==> src/hdl/hkre_pkg.sv <==
package hkre_pkg;

	localparam int MOD_BITS     = 8;
	localparam int INPUT_SLOTS  = 6;
	localparam int KEY_ROM_SIZE = 112;

	localparam logic CMD_REPORT = 1'b0;
	localparam logic CMD_CLEAR  = 1'b1;

	localparam logic [7:0] KEY_ROM [KEY_ROM_SIZE] = '{
		8'd0,   8'd0,   8'd0,   8'd0,   8'd30,  8'd48,  8'd46,  8'd32,
		8'd18,  8'd33,  8'd34,  8'd35,  8'd23,  8'd36,  8'd37,  8'd38,
		8'd50,  8'd49,  8'd24,  8'd25,  8'd16,  8'd19,  8'd31,  8'd20,
		8'd22,  8'd47,  8'd17,  8'd45,  8'd21,  8'd44,  8'd2,   8'd3,
		8'd4,   8'd5,   8'd6,   8'd7,   8'd8,   8'd9,   8'd10,  8'd11,
		8'd28,  8'd1,   8'd14,  8'd15,  8'd57,  8'd12,  8'd13,  8'd26,
		8'd27,  8'd43,  8'd43,  8'd39,  8'd40,  8'd41,  8'd51,  8'd52,
		8'd53,  8'd58,  8'd59,  8'd60,  8'd61,  8'd62,  8'd63,  8'd64,
		8'd65,  8'd66,  8'd67,  8'd68,  8'd87,  8'd88,  8'd70,  8'd71,
		8'd110, 8'd102, 8'd104, 8'd111, 8'd107, 8'd109, 8'd106, 8'd108,
		8'd105, 8'd103, 8'd98,  8'd69,  8'd55,  8'd74,  8'd78,  8'd96,
		8'd79,  8'd80,  8'd81,  8'd75,  8'd76,  8'd77,  8'd72,  8'd73,
		8'd82,  8'd71,  8'd83,  8'd0,   8'd0,   8'd0,   8'd0,   8'd0,
		8'd0,   8'd0,   8'd0,   8'd0,   8'd0,   8'd0,   8'd0,   8'd0
	};

	localparam logic [7:0] MOD_ROM [MOD_BITS] = '{
		8'h1D, 8'h2A, 8'h38, 8'hDB, 8'h9D, 8'h36, 8'hB8, 8'hDC
	};

	typedef struct packed {
		logic       rel_hit;
		logic [7:0] rel_code;
		logic       prs_hit;
		logic [7:0] prs_code;
	} hkre_lane_t;

	function automatic logic [7:0] key_map(input logic [7:0] usage, input int entries);
		logic [7:0] code;
		if (int'(usage) >= entries || int'(usage) >= KEY_ROM_SIZE) begin
			code = 8'd0;
		end else begin
			code = KEY_ROM[usage[6:0]];
		end
		return code;
	endfunction

endpackage

==> src/hdl/hkre_if.sv <==
interface hkre_in_if;
	logic       valid;
	logic       ready;
	logic       command;
	logic [7:0] modifiers;
	logic [7:0] key_slot_0;
	logic [7:0] key_slot_1;
	logic [7:0] key_slot_2;
	logic [7:0] key_slot_3;
	logic [7:0] key_slot_4;
	logic [7:0] key_slot_5;

	modport source (
		output valid, command, modifiers,
		output key_slot_0, key_slot_1, key_slot_2, key_slot_3, key_slot_4, key_slot_5,
		input  ready
	);
	modport sink (
		input  valid, command, modifiers,
		input  key_slot_0, key_slot_1, key_slot_2, key_slot_3, key_slot_4, key_slot_5,
		output ready
	);
endinterface

interface hkre_out_if;
	logic       valid;
	logic       ready;
	logic [7:0] scancode;
	logic       pressed;
	logic       last_event;

	modport source (output valid, scancode, pressed, last_event, input ready);
	modport sink (input valid, scancode, pressed, last_event, output ready);
endinterface

==> src/hdl/hid_keyboard_report_to_key_events_top.sv <==
// Turns boot keyboard reports into set-1 key events. Each report is compared with
// the one kept from before: changed modifier bits come out first (bit 0 up), then
// releases of keys that left the report, then presses of new keys, slot 0 first
// in each group; last_event marks the final event of a report, and a report with
// no change or a clear command gives no event. One lane per key slot checks its
// slot against the other report in the accept cycle; the event set is then held
// in one stage and handed to an output queue that sends one event per cycle while
// the receiver is ready. A report is taken in any cycle in which the middle stage
// is empty or hands its events to the output queue; a report gives at most 20
// events with six slots, and reports with no event pass at one per cycle while
// the middle stage is empty. A report's events are registered in the middle stage
// and then in the output queue before the first can be taken, and the next report
// waits in the middle stage while events drain.
module hid_keyboard_report_to_key_events_top
	import hkre_pkg::*;
#(
	parameter int KEY_SLOTS   = 6,
	parameter int MAP_ENTRIES = 112
) (
	input  logic       clk,
	input  logic       arst_n,
	hkre_in_if.sink    report,
	hkre_out_if.source key_events
);

	localparam int EVENTS = MOD_BITS + 2 * KEY_SLOTS;

	logic [INPUT_SLOTS-1:0][7:0] slot_in;
	logic [KEY_SLOTS-1:0][7:0]   new_keys;
	logic [KEY_SLOTS-1:0][7:0]   prior_keys_q;
	logic [7:0]                  prior_mods_q;
	hkre_lane_t                  lane_res [KEY_SLOTS];

	logic [EVENTS-1:0]      ev_hit;
	logic [EVENTS-1:0][7:0] ev_code;
	logic [EVENTS-1:0]      ev_down;

	logic                   valid_s1;
	logic [EVENTS-1:0]      hit_s1;
	logic [EVENTS-1:0][7:0] code_s1;
	logic [EVENTS-1:0]      down_s1;

	logic accept;
	logic take_ok;
	logic load;

	assign slot_in = {report.key_slot_5, report.key_slot_4, report.key_slot_3,
			report.key_slot_2, report.key_slot_1, report.key_slot_0};

	for (genvar g = 0; g < KEY_SLOTS; g++) begin : g_lane
		if (g < INPUT_SLOTS) begin : g_fed
			assign new_keys[g] = slot_in[g];
		end else begin : g_empty
			assign new_keys[g] = 8'd0;
		end
		hkre_lane #(
			.KEY_SLOTS   (KEY_SLOTS),
			.MAP_ENTRIES (MAP_ENTRIES),
			.LANE        (g)
		) u_lane (
			.prior_keys (prior_keys_q),
			.new_keys   (new_keys),
			.lane       (lane_res[g])
		);
	end

	// merge modifier changes and lane results in emit order
	always_comb begin
		for (int b = 0; b < MOD_BITS; b++) begin
			ev_hit[b]  = prior_mods_q[b] ^ report.modifiers[b];
			ev_code[b] = MOD_ROM[b];
			ev_down[b] = report.modifiers[b];
		end
		for (int i = 0; i < KEY_SLOTS; i++) begin
			ev_hit[MOD_BITS + i]              = lane_res[i].rel_hit;
			ev_code[MOD_BITS + i]             = lane_res[i].rel_code;
			ev_down[MOD_BITS + i]             = 1'b0;
			ev_hit[MOD_BITS + KEY_SLOTS + i]  = lane_res[i].prs_hit;
			ev_code[MOD_BITS + KEY_SLOTS + i] = lane_res[i].prs_code;
			ev_down[MOD_BITS + KEY_SLOTS + i] = 1'b1;
		end
	end

	assign report.ready = !valid_s1 || take_ok;
	assign accept       = report.valid && report.ready;
	assign load         = valid_s1 && take_ok;

	always_ff @(posedge clk or negedge arst_n) begin
		if (!arst_n) begin
			valid_s1     <= 1'b0;
			prior_mods_q <= '0;
			prior_keys_q <= '0;
		end else begin
			if (accept) begin
				if (report.command == CMD_CLEAR) begin
					prior_mods_q <= '0;
					prior_keys_q <= '0;
					valid_s1     <= 1'b0;
				end else begin
					prior_mods_q <= report.modifiers;
					prior_keys_q <= new_keys;
					valid_s1     <= |ev_hit;
				end
			end else if (load) begin
				valid_s1 <= 1'b0;
			end
		end
	end

	always_ff @(posedge clk) begin
		if (accept) begin
			hit_s1  <= ev_hit;
			code_s1 <= ev_code;
			down_s1 <= ev_down;
		end
	end

	hkre_emit #(
		.EVENTS (EVENTS)
	) u_emit (
		.clk     (clk),
		.arst_n  (arst_n),
		.load    (load),
		.hit     (hit_s1),
		.code    (code_s1),
		.down    (down_s1),
		.take_ok (take_ok),
		.evt     (key_events)
	);

endmodule

==> src/hdl/hkre_lane.sv <==
module hkre_lane
	import hkre_pkg::*;
#(
	parameter int KEY_SLOTS   = 6,
	parameter int MAP_ENTRIES = 112,
	parameter int LANE        = 0
) (
	input  logic [KEY_SLOTS-1:0][7:0] prior_keys,
	input  logic [KEY_SLOTS-1:0][7:0] new_keys,
	output hkre_lane_t                lane
);

	logic [7:0] prior_key;
	logic [7:0] new_key;
	logic       in_new;
	logic       in_prior;
	logic [7:0] rel_code;
	logic [7:0] prs_code;

	assign prior_key = prior_keys[LANE];
	assign new_key   = new_keys[LANE];

	always_comb begin
		in_new   = 1'b0;
		in_prior = 1'b0;
		for (int j = 0; j < KEY_SLOTS; j++) begin
			if (new_keys[j] == prior_key) in_new = 1'b1;
			if (prior_keys[j] == new_key) in_prior = 1'b1;
		end
		rel_code = key_map(prior_key, MAP_ENTRIES);
		prs_code = key_map(new_key, MAP_ENTRIES);
		lane.rel_hit  = (prior_key != 8'd0) && !in_new && (rel_code != 8'd0);
		lane.rel_code = rel_code;
		lane.prs_hit  = (new_key != 8'd0) && !in_prior && (prs_code != 8'd0);
		lane.prs_code = prs_code;
	end

endmodule

==> src/hdl/hkre_emit.sv <==
module hkre_emit
	import hkre_pkg::*;
#(
	parameter int EVENTS = 20
) (
	input  logic                   clk,
	input  logic                   arst_n,
	input  logic                   load,
	input  logic [EVENTS-1:0]      hit,
	input  logic [EVENTS-1:0][7:0] code,
	input  logic [EVENTS-1:0]      down,
	output logic                   take_ok,
	hkre_out_if.source             evt
);

	localparam int IW = $clog2(EVENTS);

	logic [EVENTS-1:0]      mask_q;
	logic [EVENTS-1:0][7:0] code_q;
	logic [EVENTS-1:0]      down_q;
	logic [IW-1:0]          sel;
	logic [EVENTS-1:0]      rest;
	logic                   last;

	// lowest pending event goes first
	always_comb begin
		sel = '0;
		for (int i = EVENTS - 1; i >= 0; i--) begin
			if (mask_q[i]) sel = IW'(i);
		end
		rest      = mask_q;
		rest[sel] = 1'b0;
		last      = (rest == '0);
	end

	assign evt.valid      = |mask_q;
	assign evt.scancode   = code_q[sel];
	assign evt.pressed    = down_q[sel];
	assign evt.last_event = last;
	assign take_ok        = !(|mask_q) || (evt.ready && last);

	always_ff @(posedge clk or negedge arst_n) begin
		if (!arst_n) begin
			mask_q <= '0;
		end else if (load) begin
			mask_q <= hit;
		end else if (evt.valid && evt.ready) begin
			mask_q <= rest;
		end
	end

	always_ff @(posedge clk) begin
		if (load) begin
			code_q <= code;
			down_q <= down;
		end
	end

endmodule

==> src/flat_wrapper.sv <==
// flat-port wrapper written by rule: the top's interface ports become plain ports
module hid_keyboard_report_to_key_events_top_flat import hkre_pkg::*;
#(
	parameter int KEY_SLOTS   = 6,
	parameter int MAP_ENTRIES = 112
)
  (clk, arst_n, report_valid, report_command, report_modifiers, report_key_slot_0, report_key_slot_1, report_key_slot_2, report_key_slot_3, report_key_slot_4, report_key_slot_5, report_ready, key_events_valid, key_events_scancode, key_events_pressed, key_events_last_event, key_events_ready);
  hkre_in_if report_i ();
  hkre_out_if key_events_i ();
  input  logic clk;
  input  logic arst_n;
  input wire logic [$bits(report_i.valid)-1:0] report_valid;
  input wire logic [$bits(report_i.command)-1:0] report_command;
  input wire logic [$bits(report_i.modifiers)-1:0] report_modifiers;
  input wire logic [$bits(report_i.key_slot_0)-1:0] report_key_slot_0;
  input wire logic [$bits(report_i.key_slot_1)-1:0] report_key_slot_1;
  input wire logic [$bits(report_i.key_slot_2)-1:0] report_key_slot_2;
  input wire logic [$bits(report_i.key_slot_3)-1:0] report_key_slot_3;
  input wire logic [$bits(report_i.key_slot_4)-1:0] report_key_slot_4;
  input wire logic [$bits(report_i.key_slot_5)-1:0] report_key_slot_5;
  output wire logic [$bits(report_i.ready)-1:0] report_ready;
  output wire logic [$bits(key_events_i.valid)-1:0] key_events_valid;
  output wire logic [$bits(key_events_i.scancode)-1:0] key_events_scancode;
  output wire logic [$bits(key_events_i.pressed)-1:0] key_events_pressed;
  output wire logic [$bits(key_events_i.last_event)-1:0] key_events_last_event;
  input wire logic [$bits(key_events_i.ready)-1:0] key_events_ready;
  assign report_i.valid = report_valid;
  assign report_i.command = report_command;
  assign report_i.modifiers = report_modifiers;
  assign report_i.key_slot_0 = report_key_slot_0;
  assign report_i.key_slot_1 = report_key_slot_1;
  assign report_i.key_slot_2 = report_key_slot_2;
  assign report_i.key_slot_3 = report_key_slot_3;
  assign report_i.key_slot_4 = report_key_slot_4;
  assign report_i.key_slot_5 = report_key_slot_5;
  assign report_ready = report_i.ready;
  assign key_events_valid = key_events_i.valid;
  assign key_events_scancode = key_events_i.scancode;
  assign key_events_pressed = key_events_i.pressed;
  assign key_events_last_event = key_events_i.last_event;
  assign key_events_i.ready = key_events_ready;
  hid_keyboard_report_to_key_events_top #(.KEY_SLOTS(KEY_SLOTS), .MAP_ENTRIES(MAP_ENTRIES)) u_core (.clk(clk), .arst_n(arst_n), .report(report_i), .key_events(key_events_i));
endmodule
==> config.mk <==
export PLATFORM = sky130hd
export DESIGN_NAME = hid_keyboard_report_to_key_events_top_flat
export DESIGN_NICKNAME = d
export VERILOG_FILES = /design/src/hdl/hkre_pkg.sv /design/src/hdl/hkre_if.sv /design/src/hdl/hid_keyboard_report_to_key_events_top.sv /design/src/hdl/hkre_lane.sv /design/src/hdl/hkre_emit.sv /design/src/flat_wrapper.sv
export SDC_FILE = /design/constraint.sdc
export NUM_CORES = 1
export LEC_CHECK = 0
export BUFFER_PORTS_ARGS = -buffer_cell sky130_fd_sc_hd__buf_2
export CELL_PAD_IN_SITES_DETAIL_PLACEMENT = 0
export CELL_PAD_IN_SITES_GLOBAL_PLACEMENT = 2
export CORE_MARGIN = 10
export CORE_UTILIZATION = 36
export DETAILED_ROUTE_END_ITERATION = 6
export PLACE_DENSITY_LB_ADDON = 0.1
export SLEW_MARGIN = 25
export SYNTH_ARGS = -nofsm -noshare
export SYNTH_HDL_FRONTEND = slang
export SYNTH_SLANG_ARGS = --single-unit
==> constraint.sdc <==
create_clock -name clk -period 4.8 [get_ports clk]
set_input_delay 0.96 -clock clk [delete_from_list [all_inputs] [get_ports clk]]
set_output_delay 0.96 -clock clk [all_outputs]
set_load 0.05 [all_outputs]
# Yosys cells after proc, flatten, opt, wreduce, memory -nomap -nowiden
# Memories as Yosys holds them, arrays and structs flattened.
# Index checks and enable logic that the tools add are counted.
dict set report word_totals {
  out_inout_bits 12
  romBits 12288
  input_bits 61
  word_cells 383
  memories 12
  reg_bits 305
}
dict set report classes {
  reduce_logical 74
  magnitude_cmp 26
  mux 141
  n_eq_ne 72
  n_bitwise 22
}
# name depth width rd rd_clocked_by_memory_dff wr line_no
set memory_table {}
lappend memory_table {{(name not given)} 128 8 1 0 0 hkre_pkg.sv:43} ;# code = KEY_ROM[usage[6:0]];
lappend memory_table {{(name not given)} 128 8 1 0 0 hkre_pkg.sv:43}
lappend memory_table {{(name not given)} 128 8 1 0 0 hkre_pkg.sv:43}
lappend memory_table {{(name not given)} 128 8 1 0 0 hkre_pkg.sv:43}
lappend memory_table {{(name not given)} 128 8 1 0 0 hkre_pkg.sv:43}
lappend memory_table {{(name not given)} 128 8 1 0 0 hkre_pkg.sv:43}
lappend memory_table {{+6 memories} n/a n/a n/a n/a n/a n/a}
# cell count
set op_table {}
lappend op_table {{$eq A8 B8 Y1} 72}
lappend op_table {{$mux W8} 38}
lappend op_table {{$reduce_bool A8 Y1} 24}
lappend op_table {{$mux W5} 20}
lappend op_table {{$ge A8 B7 Y1 const B} 12}
lappend op_table {{$ge A8 B8 Y1 const B} 12}
lappend op_table {{$not A7 Y8} 12}
lappend op_table {{$mux W1} 77}
lappend op_table {{$mux W48} 1}
lappend op_table {{$bmux W8 S5} 1}
lappend op_table {{$mux W20} 2}
lappend op_table {{$reduce_or A20 Y1} 2}
lappend op_table {{$logic_and A1 B1 Y1} 29}
lappend op_table {{$and A20 B20 Y20} 1}
lappend op_table {{$logic_not A20 Y1} 1}
lappend op_table {{$not A20 Y20} 1}
lappend op_table {{$logic_not A1 Y1} 14}
lappend op_table {{$xor A1 B1 Y1} 8}
lappend op_table {{$lt A5 B6 Y1 const B} 1}
lappend op_table {{$bmux W1 S5} 1}
lappend op_table {{$demux W1 S5} 1}
lappend op_table {{$ge A5 B1 Y1 const B} 1}
lappend op_table {{$reduce_bool A2 Y1} 2}
lappend op_table {{$logic_or A1 B1 Y1} 2}

# Depth between registers and ports, before layout
dict set report logic_depth {
  word_depth 32
  depth_mapped 22
  ltp_nobuf 17
}

# By module
# A second synthesis with hierarchy kept.
dict set report unflattened {
  hier_cells 3876
  area_unflattened_um2 35937.0
}
# module cells_each seq_area_each_um2 n_inst area_each_um2
set modules_own_cells {}
lappend modules_own_cells {{hkre_lane at u_core.g_lane[1].u_lane ...} 500 0.0 4 3568.4}
lappend modules_own_cells {hkre_emit 558 5905.7 1 8142.8}
lappend modules_own_cells {hid_keyboard_report_to_key_events_top 327 5149.9 1 6497.5}
lappend modules_own_cells {{hkre_lane at u_core.g_lane[2].u_lane} 500 0.0 1 3569.7}
lappend modules_own_cells {{hkre_lane at u_core.g_lane[0].u_lane} 491 0.0 1 3453.3}

# Worst setup path after synthesis
# Ideal clock, no wire load.
dict set report synth_path {
  kind {reg-to-reg}
  start {reg u_core.u_emit.mask_q[16]}
  end {reg u_core.code_s1[100] in the netlist's numbering, enable pin}
  setup_time_ns 0.394
  synth_period_minus_slack_ns 5.863
  required_time_ns 4.406
  path_slack_ns -1.063
  path_stages_with_launch 19
  t_arrival_ns 5.469
  path_cell_list {dfrtp_1 nor2_1 o21ai_0 a211oi_1 o31ai_1 a31oi_1 clkbuf_1 clkbuf_1 ha_1 inv_1 o31a_1 a2111oi_0 o2111ai_1 nor4b_4 a211o_2 nand2_2 inv_2 buf_2 buf_4}
}
dict set report synth_via {
  elab_chain_cells 28
}
# element line_no
set synth_rtl {}
lappend synth_rtl {{from (decl)} hkre_emit.sv:18} ;# logic [EVENTS-1:0] mask_q;
lappend synth_rtl {{from (signal assigned)} hkre_emit.sv:46} ;# mask_q <= hit;
lappend synth_rtl {{from (signal assigned)} hkre_emit.sv:48} ;# mask_q <= rest;
lappend synth_rtl {{$mux W5 (17 in series)} hkre_emit.sv:29} ;# if (mask_q[i]) sel = IW'(i);
lappend synth_rtl {{$lt A5 B6 Y1 (not written as such) or $ge A5 B1 Y1 (tied branches)} hkre_emit.sv:32} ;# rest[sel] = 1'b0;
lappend synth_rtl {{$logic_and A1 B1 Y1 (not written as such)} hkre_emit.sv:32}
lappend synth_rtl {{$mux W1 (not written as such)} hkre_emit.sv:32}
lappend synth_rtl {{$demux W1 S5} hkre_emit.sv:32}
lappend synth_rtl {{$not A20 Y20 (no line)} n/a}
lappend synth_rtl {{$and A20 B20 Y20 (no line) (*)} n/a}
lappend synth_rtl {{$logic_not A20 Y1 (*)} hkre_emit.sv:33} ;# last = (rest == '0);
lappend synth_rtl {{net key_events_last_event} flat_wrapper.sv:25} ;# output wire logic [$bits(key_events_i.last_event)-1:0] key_events_last_event;
lappend synth_rtl {{$logic_and A1 B1 Y1 (*)} hkre_emit.sv:40} ;# assign take_ok = !(|mask_q) || (evt.ready && last);
lappend synth_rtl {{$logic_or A1 B1 Y1 (*)} hkre_emit.sv:40}
lappend synth_rtl {{$logic_or A1 B1 Y1 (*)} hid_keyboard_report_to_key_events_top.sv:84} ;# assign report.ready = !valid_s1 || take_ok;
lappend synth_rtl {{net report_ready} flat_wrapper.sv:21} ;# output wire logic [$bits(report_i.ready)-1:0] report_ready;
lappend synth_rtl {{$logic_and A1 B1 Y1 (*)} hid_keyboard_report_to_key_events_top.sv:85} ;# assign accept = report.valid && report.ready;
lappend synth_rtl {{net u_core.accept} hid_keyboard_report_to_key_events_top.sv:43} ;# logic accept;
lappend synth_rtl {{to (signal assigned)} hid_keyboard_report_to_key_events_top.sv:113} ;# code_s1 <= ev_code;
lappend synth_rtl {{to (decl)} hid_keyboard_report_to_key_events_top.sv:40} ;# logic [EVENTS-1:0][7:0] code_s1;
# The timed path passes the listed nets; every way through them passes the cells marked *.
# A chain may end at the register's enable or synchronous reset.

# Worst setup path in the final report
dict set report layout_path {
  start {reg u_core.u_emit.mask_q[18]}
  end {out report_ready}
}
dict set report layout_via {
  elab_chain_cells 29
}
# element line_no
set layout_rtl {}
lappend layout_rtl {{$mux W5 (19 in series)} hkre_emit.sv:29}
lappend layout_rtl {{$lt A5 B6 Y1 (not written as such) or $ge A5 B1 Y1 (tied branches)} hkre_emit.sv:32}
lappend layout_rtl {{$logic_and A1 B1 Y1 (not written as such)} hkre_emit.sv:32}
lappend layout_rtl {{$mux W1 (not written as such)} hkre_emit.sv:32}
lappend layout_rtl {{$demux W1 S5} hkre_emit.sv:32}
lappend layout_rtl {{$not A20 Y20 (no line)} n/a}
lappend layout_rtl {{$and A20 B20 Y20 (no line)} n/a}
lappend layout_rtl {{$logic_not A20 Y1} hkre_emit.sv:33}
lappend layout_rtl {{$logic_and A1 B1 Y1} hkre_emit.sv:40}
lappend layout_rtl {{$logic_or A1 B1 Y1 (*)} hkre_emit.sv:40}
lappend layout_rtl {{$logic_or A1 B1 Y1 (*)} hid_keyboard_report_to_key_events_top.sv:84}
lappend layout_rtl {{to (decl)} flat_wrapper.sv:21}
# Every way passes the cells marked *; elsewhere a longest branch is shown, timed or not.

==> summary.md <==
| Metric | Value |
|---|---|
| Largest area contributor in the netlist | edfxtp_1 |
| Final std cells w/o fill | 4170 |
| Critical Path RT | 3.84 ns |
| Fin Clk Skew | 0.0259 ns |
| Final slew viol count | 0 |
| Sw Ratio | 49.1% |
| R2r setup slk | 0.67 ns |
| Sequential power share | 22.9% |
| Hpwl dp | 77.1 mm |
| DRC viols | 0 |
| Synth cell count leaders | 265 x nand2_1, 221 x xor2_1, 204 x clkbuf_1, 204 x edfxtp_1, 184 x nor2_1 |
| Synthesized flop and latch total | 281 |
| Clock tree buffer depth | 3 |
| P&R area growth vs syn | 10.3% |
| Synth Cell Area | 27300 um^2 |
| Clock-pin slew on the worst setup and hold paths | 0.06 ns |
| Critical Path Max Stage Delay | 0.42 ns |
| Cell Int Power | 7.82 mW |
| Post-DP Area | 28800 um^2 |
| Comb pwr share | 59.6% |
| Die Area | 87300 um^2 |
| Slew @ Worst Pin | 1.04 ns |
| Crit path launch | u_core.u_emit.mask_q[18] |
| Setup tns final | 0 ns |
| IO Pins | 73 |
| Peak supply drop | 0.216 mV |
| Skew-Pair Late Insertion Delay | 0.58 ns |
| Syn_nets | 3412 |
| Post-Syn Area per Cell | 8.42 um^2 |
| Design area | 30100 um^2 |
| Final setup viols | 0 |
| CTS tree | yes |
| Antenna violations before repair | 4 |
| Final Critical Period | 4.71 ns |
| Remaining antenna violation count after routing | 0 |
| Post-synth ARST share | 27.4% |
| Fmax | 212 MHz |
| Startpoint Class | register |
| DR WL/cell | 26.3 um |
| Worst slack at placement | 0.255 ns |
| H-tree levels | 2 |
| Largest cells by area after synthesis | edfxtp_1 22%, xor2_1 7.1%, dfrtp_1 7.1% |
| Library cells used by synthesis | 94 |
| Slew margin rel. | 30.6% |
| Post-synth EDFFs | 204 |
| Core area | 74800 um^2 |
| Die X-Extent | 296 um |
| Count leader, synth | nand2_1 |
| CP Max Fanout | 5 |
| Fin crit share | 98.0% |
| Total CTS buffers | 35 |
| CP Data Arrival Time | 3.75 ns |
| Largest net degree at the start of global routing | 59 |
| Final Hold Fails | 0 |
| PD cells | 510 nW/um^2 |
| CP Class | reg2out |
| Max-cap violations | 0 |
| NumNets Final | 3340 |
| Critical R2R Launch | u_core.u_emit.mask_q[18] |
| IO Port Bufs | 72 |
| Grt ovf | 0 |
| CP max stage cell | dfrtp_1 |
| Clock Sink Count | 281 |
| DR pass1 iterations | 6 |
| Yosys top cell area share | 22.4% |
| Yosys warnings | 0 |
| Starting Density | 36.5% |
| RD Place Congestion | 0.910 |
| Worst hold path type | reg2reg |
| PnR worst setup slack | 0.0936 ns |
| Post-synth top flop | edfxtp_1 |
| NetSw | 7.55 mW |
| Hold slack final | 0.416 ns |
| Unrepaired setup endpoints after global routing | yes |
| Vias in the first global route | 25042 |
| Clk network pwr share | 17.5% |
| CP endpoint kind | output port |
| Chain of cells forming the critical path | nand2b_4 -> a21oi_2 -> o21bai_1 -> a221oi_2 -> o31a_1 -> o21bai_4 -> inv_4 -> ha_4 -> inv_4 -> o31a_1 -> a2111oi_4 -> o2111ai_2 -> nor4b_4 -> a211o_4 -> buf_8 |
| CTS root buf | clkbuf_16 |
| Cell Rows | 100 |
| Mapped Cells | 3245 |
| Vias per inst | 6.29 |
| Leak pwr | 11.1 nW |
| First-pass GRT wire length | 166 mm |
| All-layer global routing usage | 24.3% |
| Die Ht | 296 um |
| Dpl cells | 4098 |
| Setup crit end | report_ready |
| Total wire length | 109 mm |
| Layout cells sized above 1 | 12.4% |
| Outcome | complete, no violations |
| Routed vias | 26223 |
| RR Endpoint | u_core.code_s1[97] |
| Path depth of the worst reg2reg path | 18 |
| Register area share after synthesis | 29.5% |
| Initial drt markers | 2671 |
-- layout make-up --
type / instances / area (um^2)
Antenna cell: 2 / 5.00
Clock buffer: 44 / 930
Clock inverter: 19 / 206
Fill cell: 7590 / 44700
Inverter: 130 / 498
Multi-Input combinational cell: 2501 / 17600
Sequential cell: 281 / 8060
Tap cell: 969 / 1210
Timing Repair Buffer: 224 / 1640
-- sequential cells by signal, summed over array words and instances (netlist names) --
signal                count
u_core.prior_mods_q       8
u_core.valid_s1           1
u_core.prior_keys_q      48
u_core.u_emit.down_q      8
u_core.down_s1            8
u_core.hit_s1            20
u_core.u_emit.mask_q     20
u_core.u_emit.code_q     84
u_core.code_s1           84
-- routing by layer --
metal | up-vias | track usage (%) | share of wire [%] | wire length [um]
li1 | 11942 | - | - | -
met1 | 13054 | 35.0 | 46 | 50000
met2 | 1078 | 38.2 | 45 | 49500
met3 | 147 | 2.80 | 6.8 | 7400
met4 | 2 | 6.20 | 2.4 | 2590
met5 | - | 0 | 0.016 | 17
-- stage by stage --
stage          power [mW]  utilization (%)
2_1_floorplan        9.48                -
3_3_place_gp         12.5             38.5
3_5_place_dp         12.5             38.5
4_1_cts              15.2             40.1
5_1_grt              16.3             40.3
6_report             15.4             40.3
-- what timing repair did --
action | CTS | global route
hold buffers | 0 | 0
setup buffers | 3 | 4
endpoints found under the setup margin | 8 | 4
gates cloned | 0 | 0
pin swaps | 5 | 10
resized for setup | 5 | 16
-- placed cells by master, fill, tap and decap left out, drive strengths merged, types with 20 or more instances in the layout --
cell	instances
nand2b	97
o31ai	26
nor2	184
clkbuf	44
a2111oi	22
and2	20
nand3	59
o21ai	195
inv	128
dfrtp	77
mux4	28
xnor2	84
xor2	221
nor2b	75
edfxtp	204
a311oi	28
a21oi	180
o311ai	25
a31oi	51
a22o	26
ha	106
nor4	80
buf	224
o22ai	20
a211oi	56
nand4	50
nand2	266
o211ai	42
mux2i	61
nor3	72
-- power groups by stage --
| stage | clock (mW) | combinational, mW | sequential (mW) |
|---|---|---|---|
| finish | 2.69 | 9.16 | 3.52 |
| global route | 2.84 | 9.88 | 3.56 |
| CTS | 2.75 | 8.99 | 3.50 |
| detailed placement | 0 | 8.94 | 3.54 |
| global placement | 0 | 8.92 | 3.55 |
| floorplan | 0 | 6.36 | 3.12 |
-- logic make-up (layout without fill, tap and decap cells) --
logic type,count (synthesis),in the layout,share of synthesized area (%)
and+or+nand+nor,1043,1043,19.9
other,0,2,0
AOI/OAI and AO/OA,942,942,24.0
muxes,105,105,5.20
DFF,281,281,29.5
adders and majority gates,106,106,4.85
xor gates and xnor gates,305,305,9.78
buffers and inverters,463,417,6.76
-- worst min-delay path by stage --
stage	from	endpoint	slack, ns	depth (start not counted)
2_1_floorplan	u_core.code_s1[100]	u_core.u_emit.code_q[100]	0.40	0
3_3_place_gp	u_core.code_s1[84]	u_core.u_emit.code_q[84]	0.40	0
3_5_place_dp	u_core.code_s1[129]	u_core.u_emit.code_q[129]	0.40	0
4_1_cts	u_core.code_s1[97]	u_core.u_emit.code_q[97]	0.42	0
5_1_grt	u_core.code_s1[80]	u_core.u_emit.code_q[80]	0.41	0
6_report	u_core.code_s1[80]	u_core.u_emit.code_q[80]	0.42	0
-- critical path: cells and delay by family (launching register included) --
kind,cells,cell delay [ns]
AOI/OAI and AO/OA,9,1.78
and+or+nand+nor,2,0.53
DFF,1,0.42
buffers and inverters,3,0.28
adders and majority gates,1,0.16
Note: power is estimated with default switching activity, not from simulation.
